### config.mk
export PLATFORM = sky130hd
export DESIGN_NAME = task_table_scheduler
export DESIGN_NICKNAME = d
export VERILOG_FILES = /design/src/design/tts_pkg.sv /design/src/design/tts_cell.sv /design/src/design/tts_chain.sv /design/src/design/task_table_scheduler.sv
export SDC_FILE = /design/constraint.sdc
export NUM_CORES = 1
export LEC_CHECK = 0
export BUFFER_PORTS_ARGS = -buffer_cell sky130_fd_sc_hd__clkbuf_2
export CAP_MARGIN = 20
export CORE_MARGIN = 2
export CORE_UTILIZATION = 45
export CTS_CLUSTER_DIAMETER = 100
export DETAILED_ROUTE_END_ITERATION = 16
export MAX_ROUTING_LAYER = met4
export SLEW_MARGIN = 20
export SYNTH_ARGS = -nofsm -noshare
export SYNTH_HDL_FRONTEND = slang
export SYNTH_SLANG_ARGS = --single-unit
### constraint.sdc
create_clock -name clk -period 3.1 [get_ports clk]
set_input_delay 0.465 -clock clk [delete_from_list [all_inputs] [get_ports clk]]
set_output_delay 0.465 -clock clk [all_outputs]
set_load 0.005 [all_outputs]
### src/design/tts_pkg.sv
// Shared types and constants for the task table scheduler.
`timescale 1ns / 1ps

package tts_pkg;

  // Table size and the index and count widths that follow from it
  localparam int SLOTS = 16;
  localparam int IDX_W = $clog2(SLOTS);
  localparam int CNT_W = $clog2(SLOTS + 1);
  localparam int PRIO_W = 16;

  // Request kinds carried on in_tuser
  localparam logic [1:0] MODE_CREATE = 2'd0;
  localparam logic [1:0] MODE_SCHED = 2'd1;
  localparam logic [1:0] MODE_CLEAR = 2'd2;
  localparam logic [1:0] MODE_STATS = 2'd3;

  // Policy register codes
  localparam logic [1:0] POL_RR = 2'd0;
  localparam logic [1:0] POL_FCFS = 2'd1;
  localparam logic [1:0] POL_PRIO = 2'd2;

  // Table write and clear commands broadcast to every cell
  typedef struct packed {
    logic wr_en;
    logic [IDX_W-1:0] wr_idx;
    logic signed [PRIO_W-1:0] wr_prio;
    logic clr;
  } cell_ctl_t;

  // Best-so-far candidate handed from cell to cell
  typedef struct packed {
    logic vld;
    logic signed [PRIO_W-1:0] prio;
    logic [IDX_W-1:0] idx;
  } cand_t;

endpackage

### src/design/tts_cell.sv
// One table slot: holds its in-use bit and priority, and forwards the best candidate.
`timescale 1ns / 1ps

module tts_cell (
  input  logic                   clk,
  input  logic                   rst_n,
  input  logic [tts_pkg::IDX_W-1:0] my_idx,
  input  tts_pkg::cell_ctl_t     ctl,
  input  tts_pkg::cand_t         cand_i,
  output tts_pkg::cand_t         cand_o
);
  import tts_pkg::*;

  logic                     used_r;
  logic                     used_nxt;
  logic signed [PRIO_W-1:0] prio_r;
  cand_t                    cand_r;
  cand_t                    cand_nxt;

  // Slot contents: a clear empties it, a create at this index fills it
  always_comb begin
    used_nxt = used_r;
    if (ctl.clr) begin
      used_nxt = 1'b0;
    end else if (ctl.wr_en && (ctl.wr_idx == my_idx)) begin
      used_nxt = 1'b1;
    end
  end

  always_ff @(posedge clk) begin
    if (!rst_n) begin
      used_r <= 1'b0;
    end else begin
      used_r <= used_nxt;
    end
  end

  always_ff @(posedge clk) begin
    if (ctl.wr_en && (ctl.wr_idx == my_idx)) begin
      prio_r <= ctl.wr_prio;
    end
  end

  // Strictly greater wins, so a tie keeps the lower slot seen upstream
  always_comb begin
    cand_nxt = cand_i;
    if (used_r && (!cand_i.vld || (prio_r > cand_i.prio))) begin
      cand_nxt.vld  = 1'b1;
      cand_nxt.prio = prio_r;
      cand_nxt.idx  = my_idx;
    end
  end

  always_ff @(posedge clk) begin
    if (!rst_n) begin
      cand_r <= '0;
    end else begin
      cand_r <= cand_nxt;
    end
  end

  assign cand_o = cand_r;

endmodule

### src/design/tts_chain.sv
// Row of slot cells; the tail gives the highest-priority used slot.
`timescale 1ns / 1ps

module tts_chain (
  input  logic               clk,
  input  logic               rst_n,
  input  tts_pkg::cell_ctl_t ctl,
  output tts_pkg::cand_t     best
);
  import tts_pkg::*;

  cand_t link [SLOTS+1];

  // Head of the row sees no candidate
  assign link[0] = '0;

  for (genvar g = 0; g < SLOTS; g++) begin : g_cell
    tts_cell u_cell (
      .clk    (clk),
      .rst_n  (rst_n),
      .my_idx (IDX_W'(g)),
      .ctl    (ctl),
      .cand_i (link[g]),
      .cand_o (link[g+1])
    );
  end

  assign best = link[SLOTS];

endmodule

### src/design/task_table_scheduler.sv
// Task table scheduler: request control, counters and the slot cell row.
// Create, clear and stats-clear results are out in the cycle after the request is taken.
// A schedule request waits while the best candidate moves down the cell row one slot
// per cycle; the pick is made when the count reaches SLOTS and the output is free.
// One request is in work at a time; a new one is taken in the cycle the last result leaves.
// Synchronous active-low reset empties the table, zeroes counters and sets policy 0.
`timescale 1ns / 1ps

module task_table_scheduler (
  input  logic        clk,
  input  logic        rst_n,
  input  logic        in_tvalid,
  output logic        in_tready,
  input  logic [47:0] in_tdata,   // [15:0] task_priority, [47:16] entry_address
  input  logic [1:0]  in_tuser,   // [1:0] mode
  output logic        out_tvalid,
  input  logic        out_tready,
  output logic [79:0] out_tdata,  // [0] accepted, [1] running_valid, [5:2] running_slot,
                                  // [10:6] running_id, [15:11] task_count,
                                  // [47:16] schedule_calls, [79:48] switch_count
  input  logic        cfg_valid,
  output logic        cfg_ready,
  input  logic [1:0]  cfg_data    // [1:0] policy
);
  import tts_pkg::*;

  localparam logic [0:0] ST_IDLE = 1'b0;
  localparam logic [0:0] ST_SCAN = 1'b1;

  logic [0:0]       state_r, state_nxt;
  logic [CNT_W-1:0] cnt_r, cnt_nxt;
  logic [CNT_W-1:0] used_r, used_nxt;
  logic [IDX_W-1:0] cur_r, cur_nxt;
  logic             cur_vld_r, cur_vld_nxt;
  logic [31:0]      calls_r, calls_nxt;
  logic [31:0]      sw_r, sw_nxt;
  logic [1:0]       policy_r;
  logic             out_vld_r, out_vld_nxt;
  logic [79:0]      out_data_r;
  logic             acc_nxt;
  logic             out_free;
  logic             in_acc;
  logic             load;
  logic             scan_done;
  logic [IDX_W-1:0] pick;
  logic [IDX_W-1:0] rr_pick;
  logic [IDX_W:0]   id_full;
  logic signed [PRIO_W-1:0] in_prio;
  logic [31:0]      in_entry;
  cell_ctl_t        ctl;
  cand_t            best;

  assign in_prio  = in_tdata[15:0];
  assign in_entry = in_tdata[47:16];

  assign out_free  = !out_vld_r || out_tready;
  assign in_tready = (state_r == ST_IDLE) && out_free;
  assign in_acc    = in_tvalid && in_tready;
  assign scan_done = (state_r == ST_SCAN) && (cnt_r == CNT_W'(SLOTS)) && out_free;
  assign cfg_ready = 1'b1;

  // Round robin: next used slot after the current one, wrapping
  always_comb begin
    rr_pick = '0;
    if (cur_vld_r && ((CNT_W'(cur_r) + CNT_W'(1)) != used_r)) begin
      rr_pick = cur_r + IDX_W'(1);
    end
  end

  assign pick = (policy_r == POL_PRIO) ? best.idx : rr_pick;

  // Table commands to the cell row
  always_comb begin
    ctl         = '0;
    ctl.wr_prio = in_prio;
    ctl.wr_idx  = IDX_W'(used_r);
    ctl.wr_en   = in_acc && (in_tuser == MODE_CREATE) &&
                  (used_r < CNT_W'(SLOTS)) && (in_entry != 32'd0);
    ctl.clr     = in_acc && (in_tuser == MODE_CLEAR);
  end

  tts_chain u_chain (
    .clk   (clk),
    .rst_n (rst_n),
    .ctl   (ctl),
    .best  (best)
  );

  // Request handling and scheduler state
  always_comb begin
    state_nxt   = state_r;
    cnt_nxt     = cnt_r;
    used_nxt    = used_r;
    cur_nxt     = cur_r;
    cur_vld_nxt = cur_vld_r;
    calls_nxt   = calls_r;
    sw_nxt      = sw_r;
    acc_nxt     = 1'b0;
    load        = 1'b0;
    if (in_acc) begin
      case (in_tuser)
        MODE_CREATE: begin
          load = 1'b1;
          if (ctl.wr_en) begin
            used_nxt = used_r + CNT_W'(1);
            acc_nxt  = 1'b1;
          end
        end
        MODE_SCHED: begin
          state_nxt = ST_SCAN;
          cnt_nxt   = '0;
        end
        MODE_CLEAR: begin
          load        = 1'b1;
          used_nxt    = '0;
          cur_nxt     = '0;
          cur_vld_nxt = 1'b0;
        end
        default: begin
          load      = 1'b1;
          calls_nxt = '0;
          sw_nxt    = '0;
        end
      endcase
    end else if (state_r == ST_SCAN) begin
      if (cnt_r != CNT_W'(SLOTS)) begin
        cnt_nxt = cnt_r + CNT_W'(1);
      end else if (scan_done) begin
        load      = 1'b1;
        state_nxt = ST_IDLE;
        calls_nxt = calls_r + 32'd1;
        if (used_r != '0) begin
          if (!cur_vld_r || (pick != cur_r)) begin
            sw_nxt = sw_r + 32'd1;
          end
          cur_nxt     = pick;
          cur_vld_nxt = 1'b1;
        end
      end
    end
  end

  assign out_vld_nxt = load ? 1'b1 : (out_tready ? 1'b0 : out_vld_r);
  assign id_full     = {1'b0, cur_nxt} + (IDX_W+1)'(1);

  always_ff @(posedge clk) begin
    if (!rst_n) begin
      state_r   <= ST_IDLE;
      cnt_r     <= '0;
      used_r    <= '0;
      cur_r     <= '0;
      cur_vld_r <= 1'b0;
      calls_r   <= '0;
      sw_r      <= '0;
      policy_r  <= POL_RR;
      out_vld_r <= 1'b0;
    end else begin
      state_r   <= state_nxt;
      cnt_r     <= cnt_nxt;
      used_r    <= used_nxt;
      cur_r     <= cur_nxt;
      cur_vld_r <= cur_vld_nxt;
      calls_r   <= calls_nxt;
      sw_r      <= sw_nxt;
      out_vld_r <= out_vld_nxt;
      if (cfg_valid && cfg_ready) begin
        policy_r <= cfg_data;
      end
    end
  end

  // Result register
  always_ff @(posedge clk) begin
    if (load) begin
      out_data_r[0]     <= acc_nxt;
      out_data_r[1]     <= cur_vld_nxt;
      out_data_r[5:2]   <= cur_vld_nxt ? 4'(cur_nxt) : 4'd0;
      out_data_r[10:6]  <= cur_vld_nxt ? 5'(id_full) : 5'd0;
      out_data_r[15:11] <= 5'(used_nxt);
      out_data_r[47:16] <= calls_nxt;
      out_data_r[79:48] <= sw_nxt;
    end
  end

  assign out_tvalid = out_vld_r;
  assign out_tdata  = out_data_r;

endmodule
==> load_flow_metrics.sql <==
INSERT INTO impl_metrics (metric_group, metric, value, unit) VALUES
('hold_path', 'hold_path_class', 'primary input to flip-flop', ''),
('clocking', 'cts.repair.resized', '0', ''),
('sta', 'worst_slack_on_hold_paths', '0.1380', 'ns'),
('yosys', 'synth-main-ff-cell', 'sky130_fd_sc_hd__dfxtp_1', ''),
('global_route', 'grt_first_pass_wirelength', '129100', 'um'),
('yosys', 'synth.most_common_cell', 'sky130_fd_sc_hd__nand2_1', ''),
('critical_path', 'worst-endpoint-required', '3.47', 'ns'),
('routing', 'detail_route.drc_violations', '0', ''),
('die', 'die_width', '277.5', 'um'),
('clocking', 'worst_setup_hold_path_clk_slew', '0.06', 'ns'),
('cells_and_area', 'ratio_of_cells_with_drive_above_1_in_the_final_layout', '0.1192', ''),
('die', 'rows', '100', ''),
('yosys', 'leading_post_synthesis_cells_by_cell_area', 'sky130_fd_sc_hd__edfxtp_1 30%, sky130_fd_sc_hd__dfxtp_1 24%, sky130_fd_sc_hd__ha_1 9.3%', ''),
('clocking', 'max-clock-path-buffers', '3', ''),
('power', 'power.share.switching', '0.2130', ''),
('global_route', 'grt_busiest_layer', 'met2', ''),
('power', 'total_switching_power', '4.362', 'mW'),
('global_route', 'grt_antenna_before_repair', '3', ''),
('cells_and_area', 'instances_no_fill', '4366', ''),
('sta', 'clock_skew', '0.01458', 'ns'),
('power', 'power.density_cell_area', '532.4', 'nW/um^2'),
('routing', 'routed_wl', '82440', 'um'),
('placed_design', 'placement.io_buffers', '138', ''),
('critical_path', 'path_buf_inv', '2', ''),
('clocking', 'tritoncts', 'yes', ''),
('yosys', 'ys_seq_area_frac', '0.5394', ''),
('clocking', 'post-cts-setup-buffer-count', '0', ''),
('routing', 'firstDrtPassIters', '5', ''),
('critical_path', 'critical-path-top-delay-family', 'simple AND/OR/NAND/NOR gates', ''),
('critical_path', 'critical_path_peak_fanout', '9', ''),
('power', 'intPower', '16.12', 'mW'),
('yosys', 'synthArstFlopShare', '0', ''),
('yosys', 'post_synth_inst_count', '3186', ''),
('routing', 'dr_total_vias', '23895', ''),
('critical_path', 'arrival', '3.22', 'ns'),
('global_route', 'pin_count_of_the_biggest_net_entering_global_routing', '177', ''),
('die', 'initial_core_util', '0.4537', ''),
('routing', 'avgRoutedWirePerCell', '18.88', 'um'),
('yosys', 'synth-edff-count', '336', ''),
('power', 'power.share.clock', '0.466', ''),
('sta', 'timing.final.crit_period', '2.855', 'ns'),
('critical_path', 'crit_slowest_cell', 'sky130_fd_sc_hd__nor4b_1', ''),
('outcome', 'result_of_the_run', 'completed', ''),
('power', 'power.ir.vdd_worst', '0.0005194', 'V'),
('placed_design', 'post-dp-hpwl', '55780', 'um'),
('power', 'seq_power_share', '0.504', ''),
('global_route', 'grt.met2_usage', '0.3829', ''),
('cells_and_area', 'stdcell_area', '38470', 'um^2'),
('critical_path', 'crit_path_start_kind', 'flip-flop', ''),
('yosys', 'synth.net_count', '3493', ''),
('sta', 'final_count_of_hold_timing_violations', '0', ''),
('sta', 'slew_worst_pin', '0.8849', 'ns'),
('critical_path', 'path_cells', 'inv_1 > ha_1 > nor4b_1 > nor4_4 > buf_4 > o21ai_0 > nor2_1 > and3_1', ''),
('clocking', 'clk_latency', '0.62', 'ns'),
('job', 'maxCapViolations', '0', ''),
('sta', 'maxSlewHeadroom', '0.4101', ''),
('placed_design', 'gp_congestion', '0.8537', ''),
('critical_path', 'worst-setup-path-type', 'flip-flop to flip-flop', ''),
('cells_and_area', 'area_growth', '14.28', '%'),
('sta', 'fmax', '350.2', 'MHz'),
('placed_design', 'dpl.cell_count', '4216', ''),
('sta', 'min_period_over_period', '0.9211', ''),
('yosys', 'top_cells_by_count_synth', '435 x sky130_fd_sc_hd__nand2_1, 403 x sky130_fd_sc_hd__dfxtp_1, 336 x sky130_fd_sc_hd__edfxtp_1', ''),
('clocking', 'cts_hold_buffers', '0', ''),
('critical_path', 'critical_path.endpoint_type', 'flip-flop', ''),
('sta', 'grt_setup_unrepaired', 'false', ''),
('clocking', 'cts_made_buffers', '81', ''),
('clocking', 'cts.root.buffer_cell', 'sky130_fd_sc_hd__clkbuf_16', ''),
('routing', 'dr.first_iter.drc_count', '1557', ''),
('die', 'dieHeight', '277.5', 'um'),
('cells_and_area', 'final_nets', '3637', '');
## power by group through the flow
| stage | Sequential, mW | Combinational (mW) | Clock (mW) |
|---|---|---|---|
| finish | 10.3 | 0.615 | 9.54 |
| global route | 10.3 | 0.667 | 10.1 |
| CTS | 10.3 | 0.625 | 9.81 |
| detailed placement | 10.5 | 0.624 | 0 |
| global placement | 10.5 | 0.615 | 0 |
| floorplan | 10.5 | 0.258 | 0 |
## cell usage in the layout (no fill, tap or decap), drive strengths merged, types with 121 or more instances in the layout
cell type / count
nand2: 435
dfxtp: 403
edfxtp: 336
inv: 285
clkbuf: 253
ha: 250
mux2i: 193
nand3: 174
nor2: 121
## tightest hold or removal path, cell delays in order
cell	delay (ns)
sky130_fd_sc_hd__clkbuf_2	0.10
sky130_fd_sc_hd__mux2i_1	0.07
sky130_fd_sc_hd__nor2_1	0.07
## stage by stage
stage / setup slack, ns / utilization / TNS, ns
4_1_cts: 0.2225 / 0.5185 / 0
2_1_floorplan: 0.2162 / - / 0
3_5_place_dp: 0.09872 / 0.4826 / 0
5_1_grt: 0.003468 / 0.5185 / 0
6_report: 0.2445 / 0.5185 / 0
3_3_place_gp: -0.3863 / 0.4824 / -58.74
## flip-flops by register name (all words and copies together), names as in the netlist, 2 cells and up
signal,flops
out_tdata,80
used_r,5
cur_r,4
u_chain.g_cell.u_cell.cand_o,304
u_chain.g_cell.u_cell.used_r,16
cnt_r,5
u_chain.g_cell.u_cell.prio_r,256
policy_r,2
sw_r,32
calls_r,32
## worst paths after layout
check / start / to / slack, ns / depth (start not counted)
setup / recovery: used_r[1]$_SDFF_PN0_ / out_tdata[10]$_SDFFCE_PN0P_ / 0.24 / 8
hold / removal: cfg_data[0] / policy_r[0]$_SDFFE_PN0P_ / 0.14 / 3
setup reg to reg: used_r[1]$_SDFF_PN0_ / out_tdata[10]$_SDFFCE_PN0P_ / 0.24 / 8
hold reg to reg: u_chain.g_cell[13].u_cell.cand_o[0]$_SDFF_PN0_ / u_chain.g_cell[14].u_cell.cand_o[0]$_SDFF_PP0_ / 0.43 / 2
## per-layer routing
layer	wire, um	share of wire
met5	0	0
met4	2587	0.031
met3	4099	0.050
met2	41540	0.50
met1	34210	0.41
## final cells by class
| class | instances | area [um^2] | area share |
|---|---|---|---|
| clock buffer | 116 | 2376 | 0.06176 |
| clock inverter | 34 | 289.0 | 0.007513 |
| inverter | 282 | 1061 | 0.02758 |
| multi-input combinational | 2012 | 13980 | 0.3634 |
| sequential | 739 | 18160 | 0.4720 |
| tap | 969 | 1212 | 0.03152 |
| timing repair buffer | 214 | 1396 | 0.03630 |
## logic make-up after synthesis
| group | synth area share |
|---|---|
| compound gates | 0.09935 |
| xor+xnor | 0.003903 |
| simple gates | 0.1566 |
| fa+ha+maj | 0.09292 |
| other cells | 0.0001114 |
| mux | 0.05839 |
| flops | 0.5394 |
| buf+inv | 0.04936 |
(Power assumes the default switching activity.)
